[src/hw/rtl/power_iteration_dominant_eigen_macros.svh]
// assertion macros for the power iteration block
`ifndef POWER_ITERATION_DOMINANT_EIGEN_MACROS_SVH
`define POWER_ITERATION_DOMINANT_EIGEN_MACROS_SVH

// implication checked on every clock edge outside reset
`define PIDE_ASSERT_IMPL(label, clk, rstn, lhs, rhs, msg) \
    label: assert property (@(posedge clk) disable iff (!rstn) (lhs) |-> (rhs)) \
        else $error(msg);

// implication whose consequent is checked in the cycle after the antecedent
`define PIDE_ASSERT_NEXT(label, clk, rstn, lhs, rhs, msg) \
    label: assert property (@(posedge clk) disable iff (!rstn) (lhs) |=> (rhs)) \
        else $error(msg);

`endif

[src/hw/rtl/pide_pkg.sv]
// shared types and constants for the power iteration block
package pide_pkg;

    localparam int MAX_ORDER = 8;
    localparam int VAL_W    = 32;
    localparam int Z_W      = 37;
    localparam int ITER_W   = 16;
    localparam int TOL_W    = 31;
    localparam int ORDER_W  = 4;
    localparam int CFG_W    = 31;
    localparam int CFG_IDX_W = 2;

    localparam logic [1:0] CMD_MATRIX = 2'd0;
    localparam logic [1:0] CMD_VECTOR = 2'd1;
    localparam logic [1:0] CMD_START  = 2'd2;

    localparam logic [CFG_IDX_W-1:0] REG_ORDER = 2'd0;
    localparam logic [CFG_IDX_W-1:0] REG_TOL   = 2'd1;
    localparam logic [CFG_IDX_W-1:0] REG_LIMIT = 2'd2;

    localparam logic [1:0] ST_CONVERGED = 2'd0;
    localparam logic [1:0] ST_LIMIT     = 2'd1;
    localparam logic [1:0] ST_ZERO      = 2'd2;

    // divider request and response between sequencer and divide unit
    typedef struct packed {
        logic                 start;
        logic [Z_W-1:0]       num_mag;
        logic [Z_W-1:0]       den_mag;
    } div_req_t;

    typedef struct packed {
        logic                 done;
        logic                 busy;
        logic [VAL_W-1:0]     quot;
    } div_rsp_t;

endpackage

[src/hw/rtl/pide_divider.sv]
// restoring divider: num * 2^FRAC_BITS / den, one quotient bit per cycle, magnitudes
module pide_divider #(
    parameter int FRAC_BITS = 24
) (
    input  logic                aclk,
    input  logic                aresetn,
    input  pide_pkg::div_req_t  req,
    output pide_pkg::div_rsp_t  rsp
);
    localparam int ZW    = pide_pkg::Z_W;
    localparam int STEPS = ZW + FRAC_BITS;
    localparam int CNT_W = $clog2(STEPS + 1);

    logic [ZW:0]         rem_reg, rem_next;
    logic [ZW-1:0]       den_reg;
    logic [ZW-1:0]       num_reg;
    logic [pide_pkg::VAL_W-1:0] q_reg;
    logic [CNT_W-1:0]    cnt_reg;
    logic                busy_reg, done_reg;
    logic [ZW:0]         trial;
    logic [ZW:0]         diff;

    // shift in one numerator bit (num is at most den, so quotient fits FRAC_BITS+1 bits)
    always_comb begin
        trial    = {rem_reg[ZW-1:0], num_reg[ZW-1]};
        diff     = trial - {1'b0, den_reg};
        rem_next = diff[ZW] ? trial : diff;
    end

    always_ff @(posedge aclk) begin
        if (!aresetn) begin
            busy_reg <= 1'b0;
            done_reg <= 1'b0;
            cnt_reg  <= '0;
        end else begin
            done_reg <= 1'b0;
            if (req.start) begin
                busy_reg <= 1'b1;
                cnt_reg  <= CNT_W'(STEPS);
                rem_reg  <= '0;
                num_reg  <= req.num_mag;
                den_reg  <= req.den_mag;
                q_reg    <= '0;
            end else if (busy_reg) begin
                rem_reg <= rem_next;
                num_reg <= {num_reg[ZW-2:0], 1'b0};
                q_reg   <= {q_reg[pide_pkg::VAL_W-2:0], ~diff[ZW]};
                cnt_reg <= cnt_reg - 1'b1;
                if (cnt_reg == CNT_W'(1)) begin
                    busy_reg <= 1'b0;
                    done_reg <= 1'b1;
                end
            end
        end
    end

    assign rsp.done = done_reg;
    assign rsp.busy = busy_reg;
    assign rsp.quot = q_reg;
endmodule

[config.mk]
export PLATFORM = sky130hd
export DESIGN_NAME = pide_divider
export DESIGN_NICKNAME = d
export VERILOG_FILES = /design/src/hw/rtl/power_iteration_dominant_eigen_macros.svh /design/src/hw/rtl/pide_pkg.sv /design/src/hw/rtl/pide_divider.sv
export SDC_FILE = /design/constraint.sdc
export NUM_CORES = 1
export LEC_CHECK = 0
export BUFFER_PORTS_ARGS = -buffer_cell sky130_fd_sc_hd__buf_2
export CAP_MARGIN = 30
export CORE_MARGIN = 2
export CORE_UTILIZATION = 37
export DETAILED_ROUTE_END_ITERATION = 8
export GPL_TIMING_DRIVEN = 1
export PLACE_DENSITY = 0.61
export SLEW_MARGIN = 20
export SYNTH_ARGS = -nofsm -noshare
export SYNTH_HDL_FRONTEND = slang
export SYNTH_SLANG_ARGS = --single-unit
[constraint.sdc]
create_clock -name aclk -period 9.7 [get_ports aclk]
set_input_delay 0 -clock aclk [delete_from_list [all_inputs] [get_ports aclk]]
set_output_delay 0 -clock aclk [all_outputs]
set_load 0.05 [all_outputs]
==> run summary, run 1 <==
DIE
---------------------------------------------------------------------------------
Number of top-level pins                                                      111
Die area                                                             23,000 sq um
Die outline height                                                         152 um
Total number of placement rows                                                 54
Initial core utilization                                                    37.3%
Overall die width                                                          152 um
Core Footprint                                                       21,600 sq um

CLOCK TREE
---------------------------------------------------------------------------------
Post-CTS repair timing setup buffer count                                       0
H-tree levels                                                                   4
Root buf cell                                                        sky130_fd_sc_hd__clkbuf_16
Number of buffers on the longest clock path                                     2
CTS tree                                                                    built
Clock slew seen by the registers of the worst setup and hold paths        0.07 ns
TritonCTS buffer count                                                         17
Worst-Skew Late Latency                                                   0.43 ns
Clock sink total                                                              151

SYNTHESIS
---------------------------------------------------------------------------------
Most common flop cell mapped by yosys                                sky130_fd_sc_hd__edfxtp_1
Number of instances in the synthesized netlist                                697
Portion of the post-synthesis area used by sequential elements              55.2%
Yosys cell types                                                               67
Combined area of all synthesized cells                                 8070 sq um
Synthesized area per cell                                              11.6 sq um
Total nets after synthesis                                                    814
Post-synth ARST share                                                          0%
Post-synth EDFFs                                                              143
Warnings from Yosys                                                             0
Synth Register Bits                                                           151

LAYOUT
---------------------------------------------------------------------------------
Most frequent cells in the layout                                    sky130_fd_sc_hd__edfxtp_1, sky130_fd_sc_hd__buf_2, sky130_fd_sc_hd__dlygate4sd3_1
Number of nets in the finished design                                         996
Antenna fix cells                                                               0
Filler Cells Inserted                                                       2,014
Most common cell after layout, fill and taps aside                   sky130_fd_sc_hd__edfxtp_1
Register area                                                          4450 sq um
Fraction of layout cells with a size suffix above 1                         23.1%
Synth-to-Final Area Change                                                  28.3%
Final standard cell area without fillers                             10,300 sq um
Non-Filler Instances                                                        1,172
Area taken by multi-input logic gates                                  3290 sq um

TIMING
---------------------------------------------------------------------------------
Fin crit period                                                           3.71 ns
Final-report setup violation count                                              0
Least-Margin Pin Slew                                                    0.720 ns
Max-slew headroom                                                           51.9%
Max Clk Rate                                                            0.270 GHz
RSZ-0062 raised after global routing                                        false
Period utilization                                                          38.2%
Worst clock skew on the final layout                                    0.0126 ns
Max-slew violation count                                                        0
Endpoints failing hold                                                          0
Final sum of negative setup slack                                            0 ns

GLOBAL ROUTE
---------------------------------------------------------------------------------
Most Used Layer, Global Route                                                met2
Met2 capacity usage during global routing                                   25.9%
Initial antenna violation count                                                 0
Global Route Usage Sum                                                      16.4%
Largest net degree at the start of global routing                              85
Global-route wire length before repair                                  29,200 um
Vias in the first global route                                              5,845
Routing usage on met1                                                       22.1%
Overflow left after global routing                                              0
Fraction of met3 tracks used by global routing                              4.52%

ROUTE
---------------------------------------------------------------------------------
DRC violations left                                                             0
Final Routed Wirelength                                                 18,200 um
Pre-antenna DRT Iters                                                           5
Number of antenna-violating nets in the routed design                           0
Iter 0 DRT Violations                                                         352
Wire per inst                                                             15.5 um
Total via count in the routed design                                        5,861
Per-cell via count in the routed design                                      5.00

CRITICAL PATH
---------------------------------------------------------------------------------
Data required, critical path                                             10.00 ns
Type of the worst setup path                                           reg -> reg
Data arrival time of the critical path                                    4.01 ns
Nature of the critical path startpoint                                  flip-flop
Largest driver fanout on the critical path                                     23
Worst setup EP type                                                     flip-flop

PWR
---------------------------------------------------------------------------------
Total power                                                             0.00197 W
Total leakage power                                                       4.20 nW
Combinational Power Share                                                   23.6%
Worst supply voltage drop on vdd                                         0.132 mV
Fraction of power spent switching nets                                      31.4%
Power per Cell Area                                                   190 nW/um^2
Proportion of power drawn by the clock network                              35.4%
Net switching power of the design                                      0.000617 W
Internal power                                                          0.00135 W
Sequential fraction of design power                                         41.0%

OUTCOME
---------------------------------------------------------------------------------
Status                                                               finished, final reports clean

MIN PATH
---------------------------------------------------------------------------------
HP Class                                                                in -> reg

PLACE
---------------------------------------------------------------------------------
Half-perimeter wire length of the detailed placement result             12,200 um
Count of placed standard cells including taps                               1,063
Area of placed instances                                               8930 sq um
Port buffer count                                                             110
Last weighted congestion value of the routability-driven placer             0.819

RUN
---------------------------------------------------------------------------------
Max-cap check violation count                                                   0

[kinds of logic (layout without fill, tap and decap cells)]
group / after synthesis / count (layout) / synth area share, %
xor gates and xnor gates: 35 / 35 / 3.80
muxes: 43 / 43 / 5.90
adders and majority gates: 40 / 40 / 6.30
DFF: 151 / 151 / 55.2
AOI/OAI and AO/OA: 157 / 157 / 13.4
and+or+nand+nor: 188 / 188 / 11.3
buffers and inverters: 83 / 278 / 4.11
[synthesized netlist by cell type, drive strengths merged (3+ instances only)]
master   instances  share of area (%)
o21bai           5               0.47
nand2           30                1.4
o211ai           5               0.64
xor2            17                1.8
mux2            36                5.0
clkbuf          21               0.98
mux2i            7               0.87
a21boi           3               0.28
ha              39                6.1
edfxtp         143                 53
buf              8               0.59
a21o            17                1.6
o221ai           4               0.51
nor2b           32                2.5
nand3            9               0.56
dfxtp            8                2.0
nor3             9               0.56
and3             4               0.31
a22o             5               0.54
inv             52                2.5
a211oi           5               0.47
a21oi           65                4.2
nand4            9               0.78
o21ai           15               0.98
a2111oi          6               0.88
xnor2           18                2.0
a31oi            7               0.54
nor2            77                3.6
and4             3               0.33
[critical path: stages (launching register included)]
cell and delay (ns):
sky130_fd_sc_hd__edfxtp_1 0.39, sky130_fd_sc_hd__ha_1 0.41, sky130_fd_sc_hd__a21oi_1 0.28, sky130_fd_sc_hd__o221ai_1 0.17, sky130_fd_sc_hd__a31oi_1 0.28, sky130_fd_sc_hd__a21boi_1 0.15
sky130_fd_sc_hd__o211a_1 0.27, sky130_fd_sc_hd__o211ai_4 0.57, sky130_fd_sc_hd__buf_4 0.38, sky130_fd_sc_hd__inv_4 0.16, sky130_fd_sc_hd__nor2_1 0.29, sky130_fd_sc_hd__a22o_1 0.20
[worst paths after layout]
check | cells after the start | slack [ns] | startpoint | to
max | 11 | 5.99 | rem_reg[13]$_SDFFCE_PP0P_ | rem_reg[34]$_SDFFCE_PP0P_
min | 2 | 0.28 | req[36] | den_reg[36]$_DFFE_PP_
max reg2reg | 11 | 5.99 | rem_reg[13]$_SDFFCE_PP0P_ | rem_reg[34]$_SDFFCE_PP0P_
min reg2reg | 2 | 0.52 | cnt_reg[1]$_SDFFE_PP0P_ | cnt_reg[1]$_SDFFE_PP0P_
[metrics by stage]
step                      util [%]  hold WS (ns)  setup WS (ns)
after detailed placement      41.3         0.178           6.05
after floorplan                  -        0.0989           4.13
after global routing          47.8         0.266           5.59
after CTS                     47.7         0.257           6.01
after global placement        41.1         0.178           6.16
final                         47.8         0.275           5.99
[power groups by stage]
stage / sequential, W / combinational (W) / clock [W]
after global placement: 0.000819 / 0.000430 / 0
after floorplan: 0.000844 / 0.000314 / 0
after CTS: 0.000806 / 0.000464 / 0.000714
after detailed placement: 0.000818 / 0.000438 / 0
final: 0.000806 / 0.000465 / 0.000696
after global routing: 0.000811 / 0.000517 / 0.000738
[repair_timing]
item	4_1_cts	5_1_grt
gates resized for setup	0	0
hold endpoints to repair	82	0
hold buffers	76	0
[layout make-up]
cell class	count	share of cell area [%]
clock buffers	17	4.11
clock inverters	15	1.89
inverters	54	1.98
multi-input cells	463	31.8
flip-flops and latches	151	43.1
well taps	280	3.39
repair buffers	192	13.7
[routing by layer]
metal / vias up / share of wire [%]
met3: 11 / 5.7
met4: 0 / 1.1
met1: 2779 / 48
li1: 2922 / -
met5: - / 0
met2: 149 / 46
(Power assumes the default switching activity.)
==> run 2: changes to the inputs <==
--- a/config.mk
+++ b/config.mk
@@ -5,13 +5,14 @@
 export SDC_FILE = /design/constraint.sdc
 export NUM_CORES = 1
 export LEC_CHECK = 0
+export ABC_AREA = 1
 export BUFFER_PORTS_ARGS = -buffer_cell sky130_fd_sc_hd__buf_2
 export CAP_MARGIN = 30
 export CORE_MARGIN = 2
 export CORE_UTILIZATION = 37
 export DETAILED_ROUTE_END_ITERATION = 8
 export GPL_TIMING_DRIVEN = 1
-export PLACE_DENSITY = 0.61
+export PLACE_DENSITY = 0.63
 export SLEW_MARGIN = 20
 export SYNTH_ARGS = -nofsm -noshare
 export SYNTH_HDL_FRONTEND = slang
==> constraint.sdc (replaced) <==
create_clock -name aclk -period 3.1 [get_ports aclk]
set_input_delay 0 -clock aclk [delete_from_list [all_inputs] [get_ports aclk]]
set_output_delay 0 -clock aclk [all_outputs]
set_load 0.05 [all_outputs]
==> run 2 against run 1 <==
Net effect: sequential power increased to 3.2 times the previous value; highest routed layer unchanged; non-clock buffer count increased by 4; fmax increased by 40%; design area increased by 9.7%; hold slack got worse by 0.011 ns.
==> run summary, run 2 <==
OUTCOME
---------------------------------------------------------------------------------
Status                                                               finished, final reports clean   unchanged

SYNTHESIS
---------------------------------------------------------------------------------
Top post-synthesis cells by area                                     sky130_fd_sc_hd__edfxtp_1, sky130_fd_sc_hd__nand2_1, sky130_fd_sc_hd__inv_1   was sky130_fd_sc_hd__edfxtp_1, sky130_fd_sc_hd__ha_1, sky130_fd_sc_hd__mux2_2
Most common library cells after synthesis                            sky130_fd_sc_hd__nand2_1, sky130_fd_sc_hd__inv_1, sky130_fd_sc_hd__nor2_1   was sky130_fd_sc_hd__edfxtp_1, sky130_fd_sc_hd__nor2_1, sky130_fd_sc_hd__a21oi_1
Library cell with the largest summed area after synthesis            sky130_fd_sc_hd__edfxtp_1   unchanged
Total nets after synthesis                                                  1,272   was 814
Synthesized area per cell                                              7.85 sq um   was 11.6 sq um
Most used standard cell by instance count after synthesis            sky130_fd_sc_hd__nand2_1   was sky130_fd_sc_hd__edfxtp_1
Portion of the post-synthesis area used by sequential elements              49.1%   was 55.2%
Warnings from Yosys                                                             0   unchanged
Area share of the largest cell type after synthesis                         47.4%   was 53.2%
Combined area of all synthesized cells                                 9060 sq um   was 8070 sq um
Post-synth EDFFs                                                              143   unchanged
Synth Register Bits                                                           151   unchanged
Most common flop cell mapped by yosys                                sky130_fd_sc_hd__edfxtp_1   unchanged
Yosys cell types                                                               39   was 67
Post-synth ARST share                                                          0%   unchanged
Number of instances in the synthesized netlist                              1,155   was 697

TIMING
---------------------------------------------------------------------------------
Max Clk Rate                                                            0.377 GHz   was 0.270 GHz
Endpoints failing hold                                                          0   unchanged
Least-Margin Pin Slew                                                    0.667 ns   was 0.720 ns
Final-report setup violation count                                              0   unchanged
Max-slew headroom                                                           55.6%   was 51.9%
Final sum of negative setup slack                                            0 ns   unchanged
RSZ-0062 raised after global routing                                        false   unchanged
Fin crit period                                                           2.65 ns   was 3.71 ns
Max-slew violation count                                                        0   unchanged
Worst clock skew on the final layout                                    0.0117 ns   was 0.0126 ns
Period utilization                                                          85.5%   was 38.2%

CRITICAL PATH
---------------------------------------------------------------------------------
Data required, critical path                                              3.30 ns   was 10.00 ns
Largest driver fanout on the critical path                                     29   was 23
Worst path most repeated cell                                        sky130_fd_sc_hd__nand2_1
Cells along the critical path                                        ha_1, nand2_1, nor2_4, nand2_2, nor2_1, nand2_1, nand3_2, nand2_2, nand2_1, nand2_1, nand2_2, buf_12, nand2_1, nand2_1, nor2_1   was ha_1, a21oi_1, o221ai_1, a31oi_1, a21boi_1, o211a_1, o211ai_4, buf_4, inv_4, nor2_1, a22o_1
WP buf/inv                                                                      1   was 2
Crit path max-delay cell type                                        sky130_fd_sc_hd__edfxtp_1   was sky130_fd_sc_hd__o211ai_4
Levels on crit path                                                            15   was 11
Startpoint of the worst-slack reg-to-reg timing path                 rem_reg[13]$_SDFFCE_PP0P_   unchanged
Worst setup EP type                                                     flip-flop   unchanged
Launching instance or port of the critical path                      rem_reg[13]$_SDFFCE_PP0P_   unchanged
Type of the worst setup path                                           reg -> reg   unchanged
Largest delay contributor family on the critical path                simple AND/OR/NAND/NOR gates   was compound AO/OA/AOI/OAI gates
Worst path max stage delay                                                0.41 ns   was 0.57 ns
Endpoint of the worst setup timing path                              rem_reg[4]$_SDFFCE_PP0P_   was rem_reg[34]$_SDFFCE_PP0P_
Data arrival time of the critical path                                    2.85 ns   was 4.01 ns
R2R depth                                                                      15   was 11
R2R Setup Slk                                                             0.45 ns   was 5.99 ns
Nature of the critical path startpoint                                  flip-flop   unchanged
Capture point of the worst reg-to-reg path                           rem_reg[4]$_SDFFCE_PP0P_   was rem_reg[34]$_SDFFCE_PP0P_

CLOCK TREE
---------------------------------------------------------------------------------
Count of instances resized after the clock tree is built                        0   unchanged
Worst-Skew Late Latency                                                   0.45 ns   was 0.43 ns
CTS tree                                                                    built   unchanged
H-tree levels                                                                   4   unchanged
TritonCTS buffer count                                                         17   unchanged
Number of buffers on the longest clock path                                     2   unchanged
Post-CTS repair timing setup buffer count                                       0   unchanged
Number of buffers inserted by hold repair at cts                               77   was 76
Clock slew seen by the registers of the worst setup and hold paths        0.07 ns   about the same
Root buf cell                                                        sky130_fd_sc_hd__clkbuf_16   unchanged
Clock sink total                                                              151   unchanged

DIE
---------------------------------------------------------------------------------
Core Footprint                                                       24,200 sq um   was 21,600 sq um
Number of top-level pins                                                      111   unchanged
Overall die width                                                          161 um   was 152 um
Die area                                                             25,800 sq um   was 23,000 sq um
Die outline height                                                         161 um   was 152 um
Initial core utilization                                                    37.5%   was 37.3%
Total number of placement rows                                                 57   was 54

GLOBAL ROUTE
---------------------------------------------------------------------------------
Global-route wire length before repair                                  37,000 um   was 29,200 um
Largest net degree at the start of global routing                              70   was 85
Initial antenna violation count                                                 0   unchanged
Overflow left after global routing                                              0   unchanged
Global Route Usage Sum                                                      17.8%   was 16.4%
Vias in the first global route                                              7,610   was 5,845

PWR
---------------------------------------------------------------------------------
Power per Cell Area                                                   606 nW/um^2   was 190 nW/um^2
Total leakage power                                                       5.68 nW   was 4.20 nW
Worst supply voltage drop on vdd                                         0.336 mV   was 0.132 mV

PLACE
---------------------------------------------------------------------------------
Half-perimeter wire length of the detailed placement result             15,700 um   was 12,200 um
Count of placed standard cells including taps                               1,573   was 1,063
Area of placed instances                                               9970 sq um   was 8930 sq um
Port buffer count                                                             110   unchanged
Last weighted congestion value of the routability-driven placer             0.903   was 0.819

LAYOUT
---------------------------------------------------------------------------------
Antenna fix cells                                                               0   unchanged
Most common cell after layout, fill and taps aside                   sky130_fd_sc_hd__nand2_1   was sky130_fd_sc_hd__edfxtp_1
Most frequent cells in the layout                                    sky130_fd_sc_hd__nand2_1, sky130_fd_sc_hd__inv_1, sky130_fd_sc_hd__nor2_1   was sky130_fd_sc_hd__edfxtp_1, sky130_fd_sc_hd__buf_2, sky130_fd_sc_hd__dlygate4sd3_1
Synth-to-Final Area Change                                                  25.1%   was 28.3%
Fraction of layout cells with a size suffix above 1                         14.1%   was 23.1%
Filler Cells Inserted                                                       2,369   was 2,014
Number of nets in the finished design                                       1,462   was 996
Final standard cell area without fillers                             11,300 sq um   was 10,300 sq um
Non-Filler Instances                                                        1,682   was 1,172

ROUTE
---------------------------------------------------------------------------------
Total via count in the routed design                                        7,528   was 5,861
Number of antenna-violating nets in the routed design                           0   unchanged
Wire per inst                                                             13.2 um   was 15.5 um
DRC violations left                                                             0   unchanged
Pre-antenna DRT Iters                                                           5   unchanged
Iter 0 DRT Violations                                                         429   was 352
Final Routed Wirelength                                                 22,200 um   was 18,200 um
Per-cell via count in the routed design                                      4.48   was 5.00

MIN PATH
---------------------------------------------------------------------------------
HP Class                                                                in -> reg   unchanged

RUN
---------------------------------------------------------------------------------
Max-cap check violation count                                                   0   unchanged

run 2: cell count changes after synthesis, moves of 26 or more:
cell / before / now
sky130_fd_sc_hd__mux2_2: 36 / 0
sky130_fd_sc_hd__nor2_1: 77 / 147
sky130_fd_sc_hd__nand2_1: 30 / 420
sky130_fd_sc_hd__inv_1: 51 / 198
sky130_fd_sc_hd__nor2b_1: 32 / 0
sky130_fd_sc_hd__a21oi_1: 61 / 35
run 2: logic make-up after synthesis:
kind of cell             Yosys count  share of synthesized area (%)
adder cells (fa/ha/maj)           40                           5.60
XOR/XNOR                          20                           1.93
buffers and inverters            224                           9.88
flip-flops                       151                           49.1
AND/OR/NAND/NOR                  654                           29.3
AO/OA/AOI/OAI                     66                           4.13
run 2: where the power goes:
group | switching (W) | internal [W] | total [W]
logic | 0.00141 | 0.000729 | 0.00214
registers | 0.0000981 | 0.00252 | 0.00261
clock network | 0.00103 | 0.00109 | 0.00212
total | 0.00254 | 0.00434 | 0.00687
run 2: how the worst min path moves through the flow:
| stage | start | endpoint | slack [ns] | depth (start not counted) |
|---|---|---|---|---|
| after floorplan | aresetn | cnt_reg[5]$_SDFFE_PN0N_ | 0.1 | 2 |
| after global placement | req[27] | den_reg[27]$_DFFE_PP_ | 0.18 | 1 |
| after detailed placement | req[19] | den_reg[19]$_DFFE_PP_ | 0.18 | 1 |
| after CTS | req[5] | den_reg[5]$_DFFE_PP_ | 0.25 | 2 |
| after global routing | req[8] | den_reg[8]$_DFFE_PP_ | 0.26 | 2 |
| final | req[8] | den_reg[8]$_DFFE_PP_ | 0.26 | 2 |
run 2: cell type report:
type	instances	area (sq um)	area share, %
Clock inverter	15	175	1.54
Inverter	199	747	6.59
Tap cell	324	405	3.57
Clock buffer	17	425	3.75
Timing Repair Buffer	196	1410	12.5
Multi-Input combinational cell	780	3720	32.8
Sequential cell	151	4450	39.3
run 2: stage by stage:
step           hold slack (ns)  total power, W  utilization (%)  setup slack (ns)
2_1_floorplan           0.0976         0.00423                -             0.713
3_3_place_gp             0.178         0.00470             41.2             0.528
3_5_place_dp             0.178         0.00471             41.2             0.468
4_1_cts                  0.255         0.00693             46.9             0.465
5_1_grt                  0.263         0.00732             46.9             0.225
6_report                 0.264         0.00687             46.9             0.448
run 2: metal layers:
metal	vias to the layer above	routed length [um]	GRT usage [%]
met1	3388	10500	23.4
met5	-	0	0
met2	154	10300	30.0
met4	0	348	4.38
met3	27	977	4.05
li1	3959	-	-
